===== config.mk =====
export PLATFORM = sky130hd
export DESIGN_NAME = rgbw_table
export DESIGN_NICKNAME = d
export VERILOG_FILES = /design/src/sv/rgbw_pkg.sv /design/src/sv/rgbw_table.sv
export SDC_FILE = /design/constraint.sdc
export NUM_CORES = 2
export LEC_CHECK = 0
export CELL_PAD_IN_SITES_DETAIL_PLACEMENT = 0
export CELL_PAD_IN_SITES_GLOBAL_PLACEMENT = 2
export CORE_ASPECT_RATIO = 0.8
export CORE_MARGIN = 2
export CORE_UTILIZATION = 50
export CTS_CLUSTER_SIZE = 30
export DETAILED_ROUTE_END_ITERATION = 10
export DONT_BUFFER_PORTS = 1
export PLACE_DENSITY_LB_ADDON = 0.08
export SYNTH_ARGS = -nofsm -noshare
export SYNTH_HDL_FRONTEND = slang
export SYNTH_SLANG_ARGS = --single-unit

===== constraint.sdc =====
create_clock -name clk -period 3.2 [get_ports clk]
set_input_delay 0.64 -clock clk [delete_from_list [all_inputs] [get_ports clk]]
set_output_delay 0.64 -clock clk [all_outputs]
set_load 0.1 [all_outputs]

===== src/sv/rgbw_pkg.sv =====
package rgbw_pkg;

	localparam int unsigned TBL_DEPTH = 256;
	localparam int unsigned TBL_AW    = $clog2(TBL_DEPTH);
	localparam int unsigned BYTE_W    = 8;
	localparam int unsigned WORD_W    = 4 * BYTE_W;

	// luma weights, Q0.16, sum is exactly 65536
	localparam int unsigned LUMA_FRAC = 16;
	localparam int unsigned LUMA_SUM_W = LUMA_FRAC + BYTE_W;
	localparam logic [LUMA_FRAC:0] LUMA_WT_R = 17'd19595;
	localparam logic [LUMA_FRAC:0] LUMA_WT_G = 17'd38470;
	localparam logic [LUMA_FRAC:0] LUMA_WT_B = 17'd7471;

	typedef logic [BYTE_W-1:0] byte_t;
	typedef logic [TBL_AW-1:0] addr_t;
	typedef logic [WORD_W-1:0] word_t;

	typedef enum logic {
		FUNC_WRITE   = 1'b0,
		FUNC_CONVERT = 1'b1
	} func_t;

	typedef enum logic [1:0] {
		TBL_RED   = 2'd0,
		TBL_GREEN = 2'd1,
		TBL_BLUE  = 2'd2,
		TBL_WHITE = 2'd3
	} tbl_sel_t;

	typedef struct packed {
		logic red;
		logic green;
		logic blue;
		logic white;
	} tbl_we_t;

endpackage


===== src/sv/rgbw_table.sv =====
module rgbw_table (
	input  logic            clk,
	input  logic            wr_en,
	input  rgbw_pkg::addr_t wr_addr,
	input  rgbw_pkg::byte_t wr_data,
	input  logic            rd_en,
	input  logic            rd_clr,
	input  rgbw_pkg::addr_t rd_addr,
	output rgbw_pkg::byte_t rd_data
);

	rgbw_pkg::byte_t mem [rgbw_pkg::TBL_DEPTH];
	rgbw_pkg::byte_t rd_data_q;

	always_ff @(posedge clk) begin
		if (wr_en) begin
			mem[wr_addr] <= wr_data;
		end
	end

	always_ff @(posedge clk) begin
		if (rd_en) begin
			rd_data_q <= rd_clr ? '0 : mem[rd_addr];
		end
	end

	assign rd_data = rd_data_q;

endmodule


==> report_table.html <==
<table>
<tr><th>Metric</th><th>Value</th></tr>
<tr><th colspan="2">Outcome</th></tr>
<tr><td>Outcome</td><td>finished with violations</td></tr>
<tr><td>Failing checks</td><td>negative setup slack</td></tr>
<tr><th colspan="2">Logic synthesis</th></tr>
<tr><td>Cell types with the highest counts after synthesis</td><td>edfxtp_1 (2056), mux4_2 (330), mux2i_1 (320)</td></tr>
<tr><td>Net count after synthesis</td><td>4055</td></tr>
<tr><td>Synth top area share</td><td>76.53%</td></tr>
<tr><td>Synth async-reset ratio</td><td>0%</td></tr>
<tr><td>Post-synthesis sequential element count</td><td>2056</td></tr>
<tr><td>Part of the Yosys area used for sequential elements</td><td>76.53%</td></tr>
<tr><td>Mapped Avg Cell Area</td><td>20.03 µm²</td></tr>
<tr><td>Number of instances in the synthesized netlist</td><td>4027</td></tr>
<tr><td>Leading cell type by number of instances after synthesis</td><td>edfxtp_1</td></tr>
<tr><td>Number of enable-type register cells in the synthesized netlist</td><td>2056</td></tr>
<tr><td>Warnings, synthesis</td><td>0</td></tr>
<tr><td>Post-synthesis cell type count</td><td>68</td></tr>
<tr><td>Main area contributors after synthesis</td><td>edfxtp_1 (77%), mux4_2 (9.2%), mux2i_1 (4.0%)</td></tr>
<tr><td>Most instantiated flip-flop cell in the synthesis netlist</td><td>edfxtp_1</td></tr>
<tr><td>Cell type with the largest total area after synthesis</td><td>edfxtp_1</td></tr>
<tr><td>Post-Synthesis Cell Area</td><td>80680 µm²</td></tr>
<tr><th colspan="2">Global route</th></tr>
<tr><td>Vias in the first global route</td><td>42195</td></tr>
<tr><td>Tot GR Track Use</td><td>27.98%</td></tr>
<tr><td>Initial antenna violation count</td><td>14</td></tr>
<tr><td>Global-route wire length before repair</td><td>321800 µm</td></tr>
<tr><td>Maximum number of pins on one net before global-route repair</td><td>664</td></tr>
<tr><td>Total global routing overflow</td><td>0</td></tr>
<tr><th colspan="2">Floorplan</th></tr>
<tr><td>Number of rows in the core area</td><td>131</td></tr>
<tr><td>Die boundary width</td><td>453.1 µm</td></tr>
<tr><td>Core Box Area</td><td>159800 µm²</td></tr>
<tr><td>Initial core utilization</td><td>50.48%</td></tr>
<tr><td>Die Area</td><td>164600 µm²</td></tr>
<tr><td>I/O pins</td><td>36</td></tr>
<tr><td>Die extent in y</td><td>363.3 µm</td></tr>
<tr><th colspan="2">Power</th></tr>
<tr><td>Pwr dens</td><td>595.5 nW/µm²</td></tr>
<tr><td>Part of the total power dissipated in combinational logic</td><td>4.5%</td></tr>
<tr><td>Sequential group share of total power</td><td>54.3%</td></tr>
<tr><td>Switching power of the nets</td><td>11540 µW</td></tr>
<tr><td>Internal power summed over all cells</td><td>43350 µW</td></tr>
<tr><td>Clock network fraction of total power</td><td>41.2%</td></tr>
<tr><td>Peak supply drop</td><td>553.6 µV</td></tr>
<tr><td>Static leakage</td><td>0.03012 µW</td></tr>
<tr><td>Switching Fraction</td><td>21.02%</td></tr>
<tr><th colspan="2">Timing</th></tr>
<tr><td>Maximum clock rate</td><td>285.2 MHz</td></tr>
<tr><td>Endpoints failing hold</td><td>0</td></tr>
<tr><td>Relative slew slack</td><td>5.352%</td></tr>
<tr><td>Period utilisation layout</td><td>109.6%</td></tr>
<tr><td>Number of failing setup endpoints in the final timing report</td><td>6</td></tr>
<tr><td>Slack of the critical path</td><td>-0.3058 ns</td></tr>
<tr><td>TNS Setup</td><td>-0.7754 ns</td></tr>
<tr><td>Setup clock skew after layout</td><td>0.02740 ns</td></tr>
<tr><td>Unrepaired setup endpoints after global routing</td><td>no</td></tr>
<tr><td>Time the final worst path needs with I/O delays and setup</td><td>3.506 ns</td></tr>
<tr><td>Max-slew violation count</td><td>0</td></tr>
<tr><td>Slew @ Worst Pin</td><td>1.420 ns</td></tr>
<tr><th colspan="2">Place</th></tr>
<tr><td>Detailed Place HPWL</td><td>136200 µm</td></tr>
<tr><td>Count of input and output buffers</td><td>0</td></tr>
<tr><td>Final GP Congestion</td><td>0.8447</td></tr>
<tr><th colspan="2">Drt</th></tr>
<tr><td>Final antenna-violating net count</td><td>0</td></tr>
<tr><td>Via count</td><td>42936</td></tr>
<tr><td>Post-Route WL</td><td>230800 µm</td></tr>
<tr><td>Post-DR wirelength/cell</td><td>34.06 µm</td></tr>
<tr><td>Number of detailed-routing iterations run before antenna repair</td><td>5</td></tr>
<tr><td>Drc violations</td><td>0</td></tr>
<tr><td>DRT iter0 DRCs</td><td>6199</td></tr>
<tr><td>Avg Vias per Cell</td><td>6.336</td></tr>
<tr><th colspan="2">Worst setup path</th></tr>
<tr><td>CP cell instances</td><td>nand2b_4 &gt; buf_12 &gt; o22ai_1 &gt; a2111o_1 &gt; o31ai_1 &gt; a2111oi_2 &gt; o311ai_1 &gt; o22ai_2</td></tr>
<tr><td>Nature of the critical path startpoint</td><td>primary input</td></tr>
<tr><td>Category of the most critical setup path</td><td>in -&gt; reg</td></tr>
<tr><td>Crit. End Element</td><td>register</td></tr>
<tr><td>Worst path arrival time</td><td>4.18 ns</td></tr>
<tr><td>Register-to-register setup slack</td><td>0.34 ns</td></tr>
<tr><td>Critical path data required time</td><td>3.87 ns</td></tr>
<tr><td>Max FO, Critical Path</td><td>359</td></tr>
<tr><td>Slowest CP cell</td><td>a2111oi_2</td></tr>
<tr><td>Worst stage delay on the critical path</td><td>0.59 ns</td></tr>
<tr><th colspan="2">Clock network</th></tr>
<tr><td>TritonCTS clock tree</td><td>built</td></tr>
<tr><td>Number of H-tree branching levels</td><td>4</td></tr>
<tr><td>Inserted Clock Buffers</td><td>198</td></tr>
<tr><td>Insertion delay of the later-clocked pin in the worst-skew pair</td><td>0.85 ns</td></tr>
<tr><td>Library cell used as clock root buffer</td><td>clkbuf_16</td></tr>
<tr><td>Maximum number of buffers from clock root to sink</td><td>3</td></tr>
<tr><td>Total clock sinks</td><td>2056</td></tr>
<tr><td>Clock transition at the registers of the reported paths</td><td>0.06 ns</td></tr>
<tr><th colspan="2">Layout</th></tr>
<tr><td>Fraction of final layout cells sized beyond drive strength 1</td><td>24.55%</td></tr>
<tr><td>Relative area change from synthesis to final layout</td><td>14.25%</td></tr>
<tr><td>Filler cell count in the final layout</td><td>11698</td></tr>
<tr><td>Nets@finish</td><td>4510</td></tr>
<tr><td>Utilization of the core after routing</td><td>57.68%</td></tr>
<tr><th colspan="2">Flow run</th></tr>
<tr><td>Maxcap violations</td><td>0</td></tr>
<tr><th colspan="2">Hold path</th></tr>
<tr><td>Class of the most critical hold timing path</td><td>in -&gt; reg</td></tr>
</table>
final timing paths:
check	startpoint	to	cells past startpoint
worst min register to register	mem[130][2]	rd_data[2]	5
worst max register to register	mem[191][3]	rd_data[3]	6
worst max-delay path	rd_addr[1]	rd_data[5]	8
worst min-delay path	wr_data[2]	mem[175][2]	0
state kept, by name, indices dropped and copies added, names as in the netlist:
signal and count:
mem 2048, rd_data 8
power by group through the flow:
| stage | clock network [µW] | registers [µW] | logic [µW] |
|---|---|---|---|
| after floorplan | 0 | 30400 | 1480 |
| after global placement | 0 | 30300 | 1960 |
| after global routing | 24000 | 29800 | 2570 |
| after CTS | 23000 | 29800 | 2200 |
| after detailed placement | 0 | 30300 | 1960 |
| final | 22600 | 29800 | 2480 |
per-layer routing:
| metal | GRT usage [%] | share of wire [%] | wire [µm] |
|---|---|---|---|
| met5 | 0 | 0 | 0 |
| met4 | 7.078 | 2.4 | 5511 |
| met3 | 6.783 | 11 | 24590 |
| met2 | 40.43 | 44 | 101600 |
| met1 | 42.94 | 43 | 99130 |
critical path: cells and delay by family:
kind | cells | cell delay, ns
AO/OA/AOI/OAI | 6 | 2.10
AND/OR/NAND/NOR | 1 | 0.52
buffers and inverters | 1 | 0.22
stage by stage:
stage          worst slack (ns)  instances  hold slack (ns)  cell area, µm²  power [µW]
2_1_floorplan            0.6781       4027           0.7389           80680       31840
3_5_place_dp            -0.3748       6388           0.7576           85440       32310
4_1_cts                  0.2642       6764        0.0007828           91940       54940
5_1_grt                 0.06562       6772          0.01970           92170       56360
6_report                -0.3058       6776          0.08302           92180       54890
3_3_place_gp            -0.4614       6388           0.7610           85430       32310
cells by family after synthesis:
group / Yosys count / share of synthesized area, %
multiplexers: 683 / 14.22
AND/OR/NAND/NOR: 620 / 3.325
buffers and inverters: 248 / 2.239
flip-flops: 2056 / 76.53
AO/OA/AOI/OAI: 420 / 3.690
timing repair:
item | in CTS | in global routing
resized for setup | 0 | 2
buffers inserted | 0 | 0
hold buffers | 14 | 0
setup endpoints to repair | 0 | 8
hold endpoints to repair | 714 | 0
area by class of cell:
class | count | area (µm²) | area share [%]
clock inverter | 118 | 943.4 | 1.023
sequential | 2056 | 61740 | 66.98
inverter | 3 | 12.51 | 0.01357
antenna | 4 | 10.01 | 0.01086
clock buffer | 244 | 5255 | 5.701
multi-input combinational | 1723 | 17190 | 18.65
tap | 2128 | 2663 | 2.889
timing repair buffer | 500 | 4364 | 4.735
placed cells by master, fill, tap and decap left out, drive strengths merged, types with 5 or more instances in the layout:
cell and count:
mux2i 320, nor2b 11, a22oi 40, o221ai 79
o22ai 107, bufinv 13, nand4 21, a21oi 68
nor3 33, mux4 361, a211oi 43, clkinv 90
inv 12, nand2 152, a31oi 8, nor2 308
buf 493, nor4 20, o21ai 27, nand3 45
or3 5, clkbuf 247, clkinvlp 6, edfxtp 2056
a2111oi 6
No activity file was read; power rests on OpenSTA's default activity.
