==> src/sv/rgbw_pkg.sv <==
package rgbw_pkg;

	localparam int unsigned TBL_DEPTH = 256;
	localparam int unsigned TBL_AW    = $clog2(TBL_DEPTH);
	localparam int unsigned BYTE_W    = 8;
	localparam int unsigned WORD_W    = 4 * BYTE_W;

	// luma weights, Q0.16, sum is exactly 65536
	localparam int unsigned LUMA_FRAC = 16;
	localparam int unsigned LUMA_SUM_W = LUMA_FRAC + BYTE_W;
	localparam logic [LUMA_FRAC:0] LUMA_WT_R = 17'd19595;
	localparam logic [LUMA_FRAC:0] LUMA_WT_G = 17'd38470;
	localparam logic [LUMA_FRAC:0] LUMA_WT_B = 17'd7471;

	typedef logic [BYTE_W-1:0] byte_t;
	typedef logic [TBL_AW-1:0] addr_t;
	typedef logic [WORD_W-1:0] word_t;

	typedef enum logic {
		FUNC_WRITE   = 1'b0,
		FUNC_CONVERT = 1'b1
	} func_t;

	typedef enum logic [1:0] {
		TBL_RED   = 2'd0,
		TBL_GREEN = 2'd1,
		TBL_BLUE  = 2'd2,
		TBL_WHITE = 2'd3
	} tbl_sel_t;

	typedef struct packed {
		logic red;
		logic green;
		logic blue;
		logic white;
	} tbl_we_t;

endpackage

==> src/sv/rgbw_luma.sv <==
module rgbw_luma (
	input  rgbw_pkg::byte_t red,
	input  rgbw_pkg::byte_t green,
	input  rgbw_pkg::byte_t blue,
	output rgbw_pkg::byte_t luma
);

	logic [rgbw_pkg::LUMA_SUM_W-1:0] prod_r;
	logic [rgbw_pkg::LUMA_SUM_W-1:0] prod_g;
	logic [rgbw_pkg::LUMA_SUM_W-1:0] prod_b;
	logic [rgbw_pkg::LUMA_SUM_W-1:0] sum;

	always_comb begin
		prod_r = rgbw_pkg::LUMA_SUM_W'(rgbw_pkg::LUMA_WT_R * red);
		prod_g = rgbw_pkg::LUMA_SUM_W'(rgbw_pkg::LUMA_WT_G * green);
		prod_b = rgbw_pkg::LUMA_SUM_W'(rgbw_pkg::LUMA_WT_B * blue);
		// weights sum to 1.0, so the total never exceeds 255 << 16
		sum    = prod_r + prod_g + prod_b;
		luma   = sum[rgbw_pkg::LUMA_SUM_W-1:rgbw_pkg::LUMA_FRAC];
	end

endmodule

==> config.mk <==
export PLATFORM = sky130hd
export DESIGN_NAME = rgbw_luma
export DESIGN_NICKNAME = d
export VERILOG_FILES = /design/src/sv/rgbw_pkg.sv /design/src/sv/rgbw_luma.sv
export SDC_FILE = /design/constraint.sdc
export NUM_CORES = 1
export LEC_CHECK = 0
export ABC_AREA = 1
export BUFFER_PORTS_ARGS = -buffer_cell sky130_fd_sc_hd__buf_2
export CORE_MARGIN = 2
export CORE_UTILIZATION = 49
export DETAILED_ROUTE_END_ITERATION = 12
export GPL_TIMING_DRIVEN = 0
export PLACE_DENSITY_LB_ADDON = 0.15
export SLEW_MARGIN = 20
export SYNTH_ARGS = -nofsm -noshare
export SYNTH_HDL_FRONTEND = slang
export SYNTH_SLANG_ARGS = --single-unit
==> constraint.sdc <==
create_clock -name vclk -period 7.79
set_clock_uncertainty 0.15 [all_clocks]
set_input_delay 0.3895 -clock vclk [all_inputs]
set_output_delay 0.3895 -clock vclk [all_outputs]
set_load 0.05 [all_outputs]
==> flow_summary.html, run 1 <==
<table>
<tr><th>Metric</th><th>Value</th></tr>
<tr><th colspan="2">Run</th></tr>
<tr><td>Max capacitance violation total</td><td>0</td></tr>
<tr><th colspan="2">Finish</th></tr>
<tr><td>Multi-input gate area in the final layout</td><td>5906 um^2</td></tr>
<tr><td>Final design utilization</td><td>between 50% and 60%</td></tr>
<tr><td>Share of cells above drive strength 1</td><td>under 10%</td></tr>
<tr><td>Layout overhead on the synthesized area</td><td>5.883%</td></tr>
<tr><td>Layout Nets</td><td>approximately 1200</td></tr>
<tr><td>Leading cell type in the layout, fill and taps excluded</td><td>sky130_fd_sc_hd__inv_1</td></tr>
<tr><td>Antenna diodes</td><td>0</td></tr>
<tr><td>Clock buf count</td><td>0</td></tr>
<tr><td>Final instance area</td><td>between 7000 and 8000 um^2</td></tr>
<tr><td>Number of fill cells</td><td>approximately 1400</td></tr>
<tr><td>FF/Latch Area</td><td>0 um^2</td></tr>
<tr><td>Sequential cell count</td><td>0</td></tr>
<tr><td>Commonest cells after routing, fill and taps aside</td><td>sky130_fd_sc_hd__inv_1, sky130_fd_sc_hd__ha_1, sky130_fd_sc_hd__nand2_1, sky130_fd_sc_hd__fa_1, sky130_fd_sc_hd__nor2_1</td></tr>
<tr><th colspan="2">Timing</th></tr>
<tr><td>Fmax</td><td>~140 MHz</td></tr>
<tr><td>Hold violation total from the final report</td><td>0</td></tr>
<tr><td>Slew at the pin with the worst max-slew slack</td><td>520.7 ps</td></tr>
<tr><td>Final period utilization</td><td>94.89%</td></tr>
<tr><td>Final Slew Violations</td><td>0</td></tr>
<tr><td>Max-Slew Margin vs Limit</td><td>between 60% and 70%</td></tr>
<tr><td>Setup-violating endpoint count in the final report</td><td>0</td></tr>
<tr><td>Crit path time final</td><td>approximately 7400 ps</td></tr>
<tr><td>Worst hold slack</td><td>approximately 1500 ps</td></tr>
<tr><th colspan="2">Routing</th></tr>
<tr><td>Number of DRC violations after detailed-routing iteration 0</td><td>~170</td></tr>
<tr><td>Post-DR vias/cell</td><td>~4.9</td></tr>
<tr><td>Total wire length</td><td>roughly 15 mm</td></tr>
<tr><td>Routed vias</td><td>between 5000 and 6000</td></tr>
<tr><td>Drt first pass iters</td><td>4</td></tr>
<tr><td>Routed WL per cell</td><td>about 15 um</td></tr>
<tr><td>DR DRC count</td><td>0</td></tr>
<tr><td>Antenna violation net count after detailed routing</td><td>0</td></tr>
<tr><th colspan="2">Synth</th></tr>
<tr><td>Count of unique library cells instantiated by Yosys</td><td>33</td></tr>
<tr><td>Syn Inst Count</td><td>around 860</td></tr>
<tr><td>Post-Synthesis Mean Instance Area</td><td>8.025 um^2</td></tr>
<tr><td>Total number of yosys warnings</td><td>0</td></tr>
<tr><td>Part of the Yosys area used for sequential elements</td><td>0%</td></tr>
<tr><td>Netlist area before placement</td><td>~6900 um^2</td></tr>
<tr><td>Share of synthesized cell area in and, or, nand and nor gates</td><td>between 10% and 20%</td></tr>
<tr><td>Share of the synthesized area in compound gates (AO/OA/AOI/OAI)</td><td>4.954%</td></tr>
<tr><td>Area share of xor/xnor cells in the synthesized design</td><td>under 10%</td></tr>
<tr><td>Cell types occupying the most area after synthesis</td><td>sky130_fd_sc_hd__fa_1, sky130_fd_sc_hd__ha_1, sky130_fd_sc_hd__inv_1</td></tr>
<tr><td>Adder-cell share of the synthesized area</td><td>a little over three fifths</td></tr>
<tr><td>Largest family of logic cells by synthesized area</td><td>adder cells</td></tr>
<tr><td>Total nets after synthesis</td><td>1154</td></tr>
<tr><td>Yosys top cell area share</td><td>approximately 34%</td></tr>
<tr><td>Proportion of synthesized area in mux cells</td><td>0%</td></tr>
<tr><td>Library cell with the largest summed area after synthesis</td><td>sky130_fd_sc_hd__fa_1</td></tr>
<tr><th colspan="2">Floorplan</th></tr>
<tr><td>Floorplan row count</td><td>43</td></tr>
<tr><td>Die Area</td><td>14980 um^2</td></tr>
<tr><td>Standard cell core area</td><td>roughly 14000 um^2</td></tr>
<tr><td>Die outline height</td><td>122.4 um</td></tr>
<tr><td>Horizontal extent of the die</td><td>122.4 um</td></tr>
<tr><td>Initial standard-cell utilization of the core</td><td>about 50%</td></tr>
<tr><td>Ports placed on the boundary</td><td>32</td></tr>
<tr><th colspan="2">Global route</th></tr>
<tr><td>Global-route wire length before repair</td><td>26.55 mm</td></tr>
<tr><td>Via count of the first global-routing pass</td><td>5659</td></tr>
<tr><td>Global route overflow</td><td>0</td></tr>
<tr><td>Pin count of the biggest net entering global routing</td><td>9</td></tr>
<tr><td>Total routing resource utilization after global routing</td><td>22.89%</td></tr>
<tr><td>Antenna violations before repair</td><td>0</td></tr>
<tr><th colspan="2">Clock tree</th></tr>
<tr><td>Post-CTS setup-driven buffer insertion count</td><td>0</td></tr>
<tr><td>Number of hold-repair buffers added at the cts stage</td><td>0</td></tr>
<tr><th colspan="2">Setup path</th></tr>
<tr><td>Setup Crit Path Kind</td><td>in -&gt; out</td></tr>
<tr><td>Worst setup SP type</td><td>primary input</td></tr>
<tr><td>Worst-path maximum fanout</td><td>7</td></tr>
<tr><td>Type of destination of the critical path</td><td>output port</td></tr>
<tr><td>Crit path max-delay cell type</td><td>sky130_fd_sc_hd__fa_1</td></tr>
<tr><td>Critical path required time</td><td>just over 7000 ps</td></tr>
<tr><td>Critical Path Sink</td><td>luma[5]</td></tr>
<tr><td>CP peak stage delay</td><td>about 540 ps</td></tr>
<tr><td>Cell occurring most often along the worst timing path</td><td>sky130_fd_sc_hd__nand2_1</td></tr>
<tr><td>Worst setup path start</td><td>green[6]</td></tr>
<tr><td>Data arrival time of the worst path</td><td>between 6000 and 7000 ps</td></tr>
<tr><th colspan="2">Status</th></tr>
<tr><td>Result of the run</td><td>completed</td></tr>
<tr><th colspan="2">Place</th></tr>
<tr><td>Routability Congestion</td><td>0.9269</td></tr>
<tr><td>Cell Area, Placed</td><td>roughly 7300 um^2</td></tr>
<tr><td>Half-perimeter wire length after placement</td><td>between 10 and 15 mm</td></tr>
<tr><td>Number of I/O port buffers</td><td>32</td></tr>
<tr><th colspan="2">Worst hold path</th></tr>
<tr><td>Hold Crit Class</td><td>in -&gt; out</td></tr>
</table>
-- area by class of cell --
cell class | instances | share of cell area [%]
multi-input combinational | 595 | 81.20
timing repair buffer | 32 | 2.236
inverter | 261 | 13.47
tap | 180 | 3.097
-- cells in the mapped netlist --
library cell,number
sky130_fd_sc_hd__inv_1,259
sky130_fd_sc_hd__ha_1,156
sky130_fd_sc_hd__nand2_1,128
sky130_fd_sc_hd__fa_1,118
sky130_fd_sc_hd__nor2_1,48
sky130_fd_sc_hd__a21oi_1,32
sky130_fd_sc_hd__nand3_1,32
sky130_fd_sc_hd__nand2_2,10
sky130_fd_sc_hd__o21ai_0,10
sky130_fd_sc_hd__nand4_1,9
sky130_fd_sc_hd__xor2_1,9
sky130_fd_sc_hd__o21bai_1,5
sky130_fd_sc_hd__xnor2_1,5
sky130_fd_sc_hd__nor3_1,4
sky130_fd_sc_hd__a21o_1,3
sky130_fd_sc_hd__nor2_2,3
sky130_fd_sc_hd__nor3_2,3
sky130_fd_sc_hd__inv_2,2
sky130_fd_sc_hd__nand3_2,2
sky130_fd_sc_hd__nand3b_1,2
sky130_fd_sc_hd__nor2_4,2
sky130_fd_sc_hd__o21ai_1,2
sky130_fd_sc_hd__or2_2,2
sky130_fd_sc_hd__a211oi_1,1
sky130_fd_sc_hd__a21boi_0,1
sky130_fd_sc_hd__a21oi_2,1
sky130_fd_sc_hd__a31o_2,1
sky130_fd_sc_hd__and2_1,1
sky130_fd_sc_hd__nand2_4,1
sky130_fd_sc_hd__nor3_4,1
sky130_fd_sc_hd__o21a_1,1
sky130_fd_sc_hd__o21ai_2,1
sky130_fd_sc_hd__o21bai_2,1
-- metal layers --
layer / share of wire [%] / track usage (%)
met5: 0 / 0
met4: 1.7 / 3.592
met3: 2.6 / 1.022
met2: 51 / 43.33
met1: 45 / 29.31
-- critical path, delay by kind of cell --
kind	cells	cell delay [ps]
AO/OA/AOI/OAI	1	230
buffers and inverters	5	600
adder cells (fa/ha/maj)	10	3950
AND/OR/NAND/NOR	13	1460
XOR/XNOR	1	210
-- how the worst min path moves through the flow --
stage / endpoint / cells past startpoint / slack [ps] / from
3_5_place_dp: luma[3] / 7 / 1470 / blue[0]
4_1_cts: luma[3] / 7 / 1480 / blue[0]
6_report: luma[3] / 7 / 1470 / blue[0]
3_3_place_gp: luma[3] / 7 / 1470 / blue[0]
5_1_grt: luma[3] / 6 / 1550 / blue[0]
2_1_floorplan: luma[3] / 5 / 1220 / blue[0]
-- logic make-up (layout without fill, tap and decap cells) --
family                     after synthesis  count (layout)
AOI/OAI and AO/OA                       59              59
xor gates and xnor gates                14              14
adders and majority gates              274             274
buffers and inverters                  261             293
and+or+nand+nor                        248             248
-- what timing repair did --
action                     4_1_cts  5_1_grt
gates resized for setup          0        6
setup endpoints to repair        0        3
hold endpoints to repair         0        0
-- metrics by stage --
stage | worst slack (ps) | TNS [ps] | cells
2_1_floorplan | 1016 | 0 | 856
6_report | 398.0 | 0 | 1068
3_3_place_gp | 354.4 | 0 | 1068
5_1_grt | -1.527 | -1.527 | 1068
4_1_cts | 305.0 | 0 | 1068
3_5_place_dp | 313.9 | 0 | 1068
Power of run 1 is left out: the tool's default activity adds up to more than one toggle a clock period on the data nets, which glitch-free logic cannot reach.
==> run 2, diff against run 1 <==
clock period = 8.75 ns   (was 7.79 ns; I/O delays follow)
==> run 2 against run 1 <==
- global-route usage stayed put
- first-iteration DRC count grew 6.6%
- clock-buffer cell count unchanged
- die area is the same
- via count about the same
- cell area is 0.26% lower
- worst setup slack improved by 790 ps
- core utilization is 0.14 points lower
- cell count stayed put
- critical path depth up 2
- routed wire length shrank 0.17%
==> flow_summary.html, run 2 (synthesis gave the netlist of run 1 again) <==
<table>
<tr><th>Metric</th><th>Value</th></tr>
<tr><th colspan="2">Place</th></tr>
<tr><td>Routability Congestion</td><td>between 0.9 and 1</td></tr>
<tr><td>Number of I/O port buffers</td><td>32</td></tr>
<tr><td>Half-perimeter wire length after placement</td><td>roughly 14 mm</td></tr>
<tr><th colspan="2">Setup path</th></tr>
<tr><td>Cell occurring most often along the worst timing path</td><td>sky130_fd_sc_hd__nand2_1</td></tr>
<tr><td>Worst setup path start</td><td>green[6]</td></tr>
<tr><td>Setup Crit Path Kind</td><td>in -&gt; out</td></tr>
<tr><td>CP top delay family</td><td>adder cells</td></tr>
<tr><td>Type of destination of the critical path</td><td>output port</td></tr>
<tr><td>Worst-path maximum fanout</td><td>7</td></tr>
<tr><td>Worst setup SP type</td><td>primary input</td></tr>
<tr><td>CP peak stage delay</td><td>between 500 and 600 ps</td></tr>
<tr><td>CP Depth</td><td>32</td></tr>
<tr><td>Crit path max-delay cell type</td><td>sky130_fd_sc_hd__fa_1</td></tr>
<tr><td>Critical path required time</td><td>slightly above 8000 ps</td></tr>
<tr><td>Critical Path Sink</td><td>luma[7]</td></tr>
<tr><td>Buffers &amp; Inverters on Critical Path</td><td>6</td></tr>
<tr><td>Data arrival time of the worst path</td><td>6980 ps</td></tr>
<tr><th colspan="2">Finish</th></tr>
<tr><td>Layout Nets</td><td>around 1200</td></tr>
<tr><td>Antenna diodes</td><td>0</td></tr>
<tr><td>Commonest cells after routing, fill and taps aside</td><td>sky130_fd_sc_hd__inv_1, sky130_fd_sc_hd__ha_1, sky130_fd_sc_hd__nand2_1, sky130_fd_sc_hd__fa_1, sky130_fd_sc_hd__nor2_1</td></tr>
<tr><td>Share of cells above drive strength 1</td><td>6.982%</td></tr>
<tr><td>Leading cell type in the layout, fill and taps excluded</td><td>sky130_fd_sc_hd__inv_1</td></tr>
<tr><td>Multi-input gate area in the final layout</td><td>about 6000 um^2</td></tr>
<tr><td>Number of fill cells</td><td>approximately 1400</td></tr>
<tr><td>Layout overhead on the synthesized area</td><td>5.610%</td></tr>
<tr><td>FF/Latch Area</td><td>0 um^2</td></tr>
<tr><td>Clock buf count</td><td>0</td></tr>
<tr><td>Sequential cell count</td><td>0</td></tr>
<tr><th colspan="2">Floorplan</th></tr>
<tr><td>Floorplan row count</td><td>43</td></tr>
<tr><td>Initial standard-cell utilization of the core</td><td>49.87%</td></tr>
<tr><td>Die Area</td><td>14980 um^2</td></tr>
<tr><td>Die outline height</td><td>about 120 um</td></tr>
<tr><td>Standard cell core area</td><td>between 10000 and 15000 um^2</td></tr>
<tr><td>Ports placed on the boundary</td><td>32</td></tr>
<tr><td>Horizontal extent of the die</td><td>about 120 um</td></tr>
<tr><th colspan="2">Routing</th></tr>
<tr><td>DR DRC count</td><td>0</td></tr>
<tr><td>Top routing layer in use</td><td>met4</td></tr>
<tr><td>Total wire length</td><td>15.46 mm</td></tr>
<tr><td>Post-DR vias/cell</td><td>a little under 5</td></tr>
<tr><td>Drt first pass iters</td><td>4</td></tr>
<tr><td>Total length of routed met3 wires</td><td>approximately 640 um</td></tr>
<tr><td>Number of DRC violations after detailed-routing iteration 0</td><td>178</td></tr>
<tr><td>Routed vias</td><td>5274</td></tr>
<tr><td>Routed WL per cell</td><td>~14 um</td></tr>
<tr><td>Met2 routed wirelength</td><td>7.914 mm</td></tr>
<tr><td>Antenna violation net count after detailed routing</td><td>0</td></tr>
<tr><td>Post-route met1 wirelength</td><td>about 6.7 mm</td></tr>
<tr><th colspan="2">Clock tree</th></tr>
<tr><td>Number of hold-repair buffers added at the cts stage</td><td>0</td></tr>
<tr><td>Post-CTS setup-driven buffer insertion count</td><td>0</td></tr>
<tr><td>Gates resized, CTS repair</td><td>0</td></tr>
<tr><th colspan="2">Timing</th></tr>
<tr><td>Setup TNS after final layout</td><td>0 ps</td></tr>
<tr><td>Fmax</td><td>between 100 and 150 MHz</td></tr>
<tr><td>Final Slew Violations</td><td>0</td></tr>
<tr><td>Slew at the pin with the worst max-slew slack</td><td>around 530 ps</td></tr>
<tr><td>Setup-violating endpoint count in the final report</td><td>0</td></tr>
<tr><td>Hold violation total from the final report</td><td>0</td></tr>
<tr><td>Crit path time final</td><td>roughly 7600 ps</td></tr>
<tr><td>Max-Slew Margin vs Limit</td><td>between 60% and 70%</td></tr>
<tr><td>RSZ-0062 raised after global routing</td><td>false</td></tr>
<tr><td>Final period utilization</td><td>86.46%</td></tr>
<tr><th colspan="2">Global route</th></tr>
<tr><td>Pin count of the biggest net entering global routing</td><td>9</td></tr>
<tr><td>Global route overflow</td><td>0</td></tr>
<tr><td>Total routing resource utilization after global routing</td><td>22.89%</td></tr>
<tr><td>Global-route wire length before repair</td><td>about 27 mm</td></tr>
<tr><td>Antenna violations before repair</td><td>0</td></tr>
<tr><td>Via count of the first global-routing pass</td><td>approximately 5700</td></tr>
<tr><th colspan="2">Worst hold path</th></tr>
<tr><td>Hold Crit Class</td><td>in -&gt; out</td></tr>
<tr><th colspan="2">Status</th></tr>
<tr><td>Result of the run</td><td>completed</td></tr>
<tr><th colspan="2">Run</th></tr>
<tr><td>Max capacitance violation total</td><td>0</td></tr>
</table>
## run 2: layout make-up
cell class / instances / share of cell area [%]
multi-input cells: 595 / 81.18
inverters: 261 / 13.50
well taps: 180 / 3.105
repair buffers: 32 / 2.208
## run 2: worst min-delay path by stage
| stage | slack, ps | endpoint | start | depth (start not counted) |
|---|---|---|---|---|
| global placement | 1560 | luma[3] | blue[0] | 7 |
| detailed placement | 1570 | luma[3] | blue[0] | 7 |
| floorplan | 1310 | luma[3] | blue[0] | 5 |
| global route | 1650 | luma[3] | blue[0] | 6 |
| finish | 1570 | luma[3] | blue[0] | 7 |
| CTS | 1570 | luma[3] | blue[0] | 7 |
## run 2: metal layers
layer  vias up  global-route usage (%)
li1       2666                       -
met1      2510                   29.31
met2        84                   43.33
met3        14                   1.022
met4         0                   3.592
met5         -                       0
## run 2: per-stage QoR
step | setup slack [ps] | hold slack [ps] | instance area (um^2) | cells | util (%)
after floorplan | 1880 | 1314 | 6869 | 856 | -
after global placement | 1218 | 1563 | 7254 | 1068 | 52.67
after detailed placement | 1178 | 1568 | 7254 | 1068 | 52.67
after CTS | 1169 | 1573 | 7254 | 1068 | 52.67
after global routing | 723.6 | 1650 | 7254 | 1068 | 52.67
final | 1184 | 1565 | 7254 | 1068 | 52.67
Power of run 2 is left out for the same reason.
==> run 3, diff against run 2 <==
ABC_AREA = default   (was 1)
GPL_ROUTABILITY_DRIVEN = 0   (was default)
==> run 3 against run 2 <==
- first-iteration DRC count down 54%
- cell area decreased by 12%
- cell count down 26%
- critical endpoint unchanged
- largest cell class unchanged
==> flow_summary.html, run 3 <==
<table>
<tr><th>Metric</th><th>Value</th></tr>
<tr><th colspan="2">Setup path</th></tr>
<tr><td>Cell occurring most often along the worst timing path</td><td>sky130_fd_sc_hd__fa_1</td></tr>
<tr><td>Worst-path maximum fanout</td><td>7</td></tr>
<tr><td>Worst setup path start</td><td>green[6]</td></tr>
<tr><td>Buffers &amp; Inverters on Critical Path</td><td>5</td></tr>
<tr><td>Data arrival time of the worst path</td><td>7250 ps</td></tr>
<tr><td>CP peak stage delay</td><td>550 ps</td></tr>
<tr><td>Critical path required time</td><td>roughly 8200 ps</td></tr>
<tr><td>Type of destination of the critical path</td><td>output port</td></tr>
<tr><td>CP top delay family</td><td>adder cells</td></tr>
<tr><td>Critical Path Sink</td><td>luma[7]</td></tr>
<tr><td>Setup Crit Path Kind</td><td>in -&gt; out</td></tr>
<tr><td>Worst setup SP type</td><td>primary input</td></tr>
<tr><td>CP Depth</td><td>26</td></tr>
<tr><td>Crit path max-delay cell type</td><td>sky130_fd_sc_hd__fa_1</td></tr>
<tr><th colspan="2">Finish</th></tr>
<tr><td>Leading cell type in the layout, fill and taps excluded</td><td>sky130_fd_sc_hd__inv_1</td></tr>
<tr><td>Layout overhead on the synthesized area</td><td>5.707%</td></tr>
<tr><td>Share of cells above drive strength 1</td><td>8.243%</td></tr>
<tr><td>Clock buf count</td><td>0</td></tr>
<tr><td>FF/Latch Area</td><td>0 um^2</td></tr>
<tr><td>Antenna diodes</td><td>0</td></tr>
<tr><td>Commonest cells after routing, fill and taps aside</td><td>sky130_fd_sc_hd__inv_1, sky130_fd_sc_hd__ha_1, sky130_fd_sc_hd__fa_1, sky130_fd_sc_hd__buf_2, sky130_fd_sc_hd__xnor2_1</td></tr>
<tr><td>Sequential cell count</td><td>0</td></tr>
<tr><td>Layout Nets</td><td>943</td></tr>
<tr><th colspan="2">Status</th></tr>
<tr><td>Result of the run</td><td>completed</td></tr>
<tr><th colspan="2">Floorplan</th></tr>
<tr><td>Ports placed on the boundary</td><td>32</td></tr>
<tr><td>Initial standard-cell utilization of the core</td><td>between 50% and 60%</td></tr>
<tr><td>Horizontal extent of the die</td><td>114.9 um</td></tr>
<tr><td>Standard cell core area</td><td>between 10000 and 15000 um^2</td></tr>
<tr><td>Die outline height</td><td>114.9 um</td></tr>
<tr><td>Floorplan row count</td><td>40</td></tr>
<tr><td>Die Area</td><td>around 13000 um^2</td></tr>
<tr><th colspan="2">Timing</th></tr>
<tr><td>RSZ-0062 raised after global routing</td><td>false</td></tr>
<tr><td>Setup-violating endpoint count in the final report</td><td>0</td></tr>
<tr><td>Hold violation total from the final report</td><td>0</td></tr>
<tr><td>Final period utilization</td><td>89.62%</td></tr>
<tr><td>Slew at the pin with the worst max-slew slack</td><td>between 500 and 600 ps</td></tr>
<tr><td>Crit path time final</td><td>7842 ps</td></tr>
<tr><td>Fmax</td><td>roughly 130 MHz</td></tr>
<tr><td>Max-Slew Margin vs Limit</td><td>between 60% and 70%</td></tr>
<tr><td>Final Slew Violations</td><td>0</td></tr>
<tr><td>Setup TNS after final layout</td><td>0 ps</td></tr>
<tr><th colspan="2">Synth</th></tr>
<tr><td>Yosys top cell area share</td><td>between 30 and 40%</td></tr>
<tr><td>Post-Synthesis Mean Instance Area</td><td>around 9.9 um^2</td></tr>
<tr><td>Most common cell in the netlist</td><td>sky130_fd_sc_hd__inv_1</td></tr>
<tr><td>Leading post-synthesis cells by instance count</td><td>sky130_fd_sc_hd__inv_1, sky130_fd_sc_hd__ha_1, sky130_fd_sc_hd__fa_1</td></tr>
<tr><td>Syn Inst Count</td><td>611</td></tr>
<tr><td>Total number of yosys warnings</td><td>0</td></tr>
<tr><td>Cell types occupying the most area after synthesis</td><td>sky130_fd_sc_hd__fa_1, sky130_fd_sc_hd__ha_1, sky130_fd_sc_hd__inv_1</td></tr>
<tr><td>Part of the Yosys area used for sequential elements</td><td>0%</td></tr>
<tr><td>Total nets after synthesis</td><td>between 900 and 1000</td></tr>
<tr><td>Count of unique library cells instantiated by Yosys</td><td>39</td></tr>
<tr><td>Library cell with the largest summed area after synthesis</td><td>sky130_fd_sc_hd__fa_1</td></tr>
<tr><td>Netlist area before placement</td><td>around 6000 um^2</td></tr>
<tr><th colspan="2">Routing</th></tr>
<tr><td>Routed WL per cell</td><td>14.90 um</td></tr>
<tr><td>Post-DR vias/cell</td><td>around 5</td></tr>
<tr><td>DR DRC count</td><td>0</td></tr>
<tr><td>Number of DRC violations after detailed-routing iteration 0</td><td>between 80 and 90</td></tr>
<tr><td>Routed vias</td><td>approximately 3900</td></tr>
<tr><td>Drt first pass iters</td><td>4</td></tr>
<tr><td>Antenna violation net count after detailed routing</td><td>0</td></tr>
<tr><td>Total wire length</td><td>11.77 mm</td></tr>
<tr><th colspan="2">Worst hold path</th></tr>
<tr><td>Hold Crit Class</td><td>in -&gt; out</td></tr>
<tr><th colspan="2">Clock tree</th></tr>
<tr><td>Number of hold-repair buffers added at the cts stage</td><td>0</td></tr>
<tr><td>Post-CTS setup-driven buffer insertion count</td><td>0</td></tr>
<tr><td>Gates resized, CTS repair</td><td>0</td></tr>
<tr><th colspan="2">Place</th></tr>
<tr><td>Half-perimeter wire length after placement</td><td>11.06 mm</td></tr>
<tr><td>Number of I/O port buffers</td><td>32</td></tr>
<tr><th colspan="2">Global route</th></tr>
<tr><td>Global-route wire length before repair</td><td>20.66 mm</td></tr>
<tr><td>Global route overflow</td><td>0</td></tr>
<tr><td>Total routing resource utilization after global routing</td><td>19.70%</td></tr>
<tr><td>Via count of the first global-routing pass</td><td>~4300</td></tr>
<tr><td>Antenna violations before repair</td><td>0</td></tr>
<tr><td>Pin count of the biggest net entering global routing</td><td>9</td></tr>
<tr><th colspan="2">Run</th></tr>
<tr><td>Max capacitance violation total</td><td>0</td></tr>
</table>
[run 3: changes by cell type after synthesis, moves of 4 or more]
cell | previous run | this run
sky130_fd_sc_hd__a21oi_1 | 32 | 13
sky130_fd_sc_hd__nand3_1 | 32 | 3
sky130_fd_sc_hd__xnor2_1 | 5 | 15
sky130_fd_sc_hd__a21o_1 | 3 | 11
sky130_fd_sc_hd__nand4_1 | 9 | 5
sky130_fd_sc_hd__nand2_2 | 10 | 0
sky130_fd_sc_hd__o21ai_0 | 10 | 4
sky130_fd_sc_hd__nor2_1 | 48 | 9
sky130_fd_sc_hd__inv_1 | 259 | 210
sky130_fd_sc_hd__nand2_1 | 128 | 13
sky130_fd_sc_hd__o21bai_1 | 5 | 0
[run 3: worst min-delay path by stage]
stage	endpoint	startpoint	cells past startpoint
global placement	luma[7]	green[7]	6
global route	luma[7]	green[7]	6
floorplan	luma[7]	green[7]	4
finish	luma[7]	green[7]	6
detailed placement	luma[7]	green[7]	6
CTS	luma[7]	green[7]	6
[run 3: routing by layer]
metal | GRT usage (%) | part of all wire (%) | routed length (um) | vias to the layer above
met5 | 0 | 0 | 0 | -
met4 | 1.687 | 1.1 | 124 | 0
met3 | 0.1581 | 2.1 | 242 | 6
met2 | 35.22 | 49 | 5757 | 40
met1 | 28.27 | 48 | 5643 | 1948
li1 | - | - | - | 1945
[run 3: kinds of logic after synthesis]
| family | share of synthesized area [%] |
|---|---|
| and+or+nand+nor | 3.694 |
| xor gates and xnor gates | 3.486 |
| adders and majority gates | 71.55 |
| buffers and inverters | 13.07 |
| AOI/OAI and AO/OA | 8.197 |
[run 3: stage by stage]
step,hold WS (ps),util (%),worst slack (ps),instances,instance area (um^2)
after global placement,1632,53.06,1031,790,6374
after floorplan,1359,-,1245,611,6030
final,1655,53.06,908.1,790,6374
after global routing,1708,53.06,590.1,790,6374
after detailed placement,1658,53.06,917.6,790,6374
after CTS,1665,53.06,896.5,790,6374
[run 3: cell type report]
class | instances | area (um^2)
fill | 1119 | 5638
multi-input combinational | 401 | 5241
inverter | 210 | 788.3
tap | 147 | 183.9
timing repair buffer | 32 | 160.2
Power of run 3 is left out for the same reason.
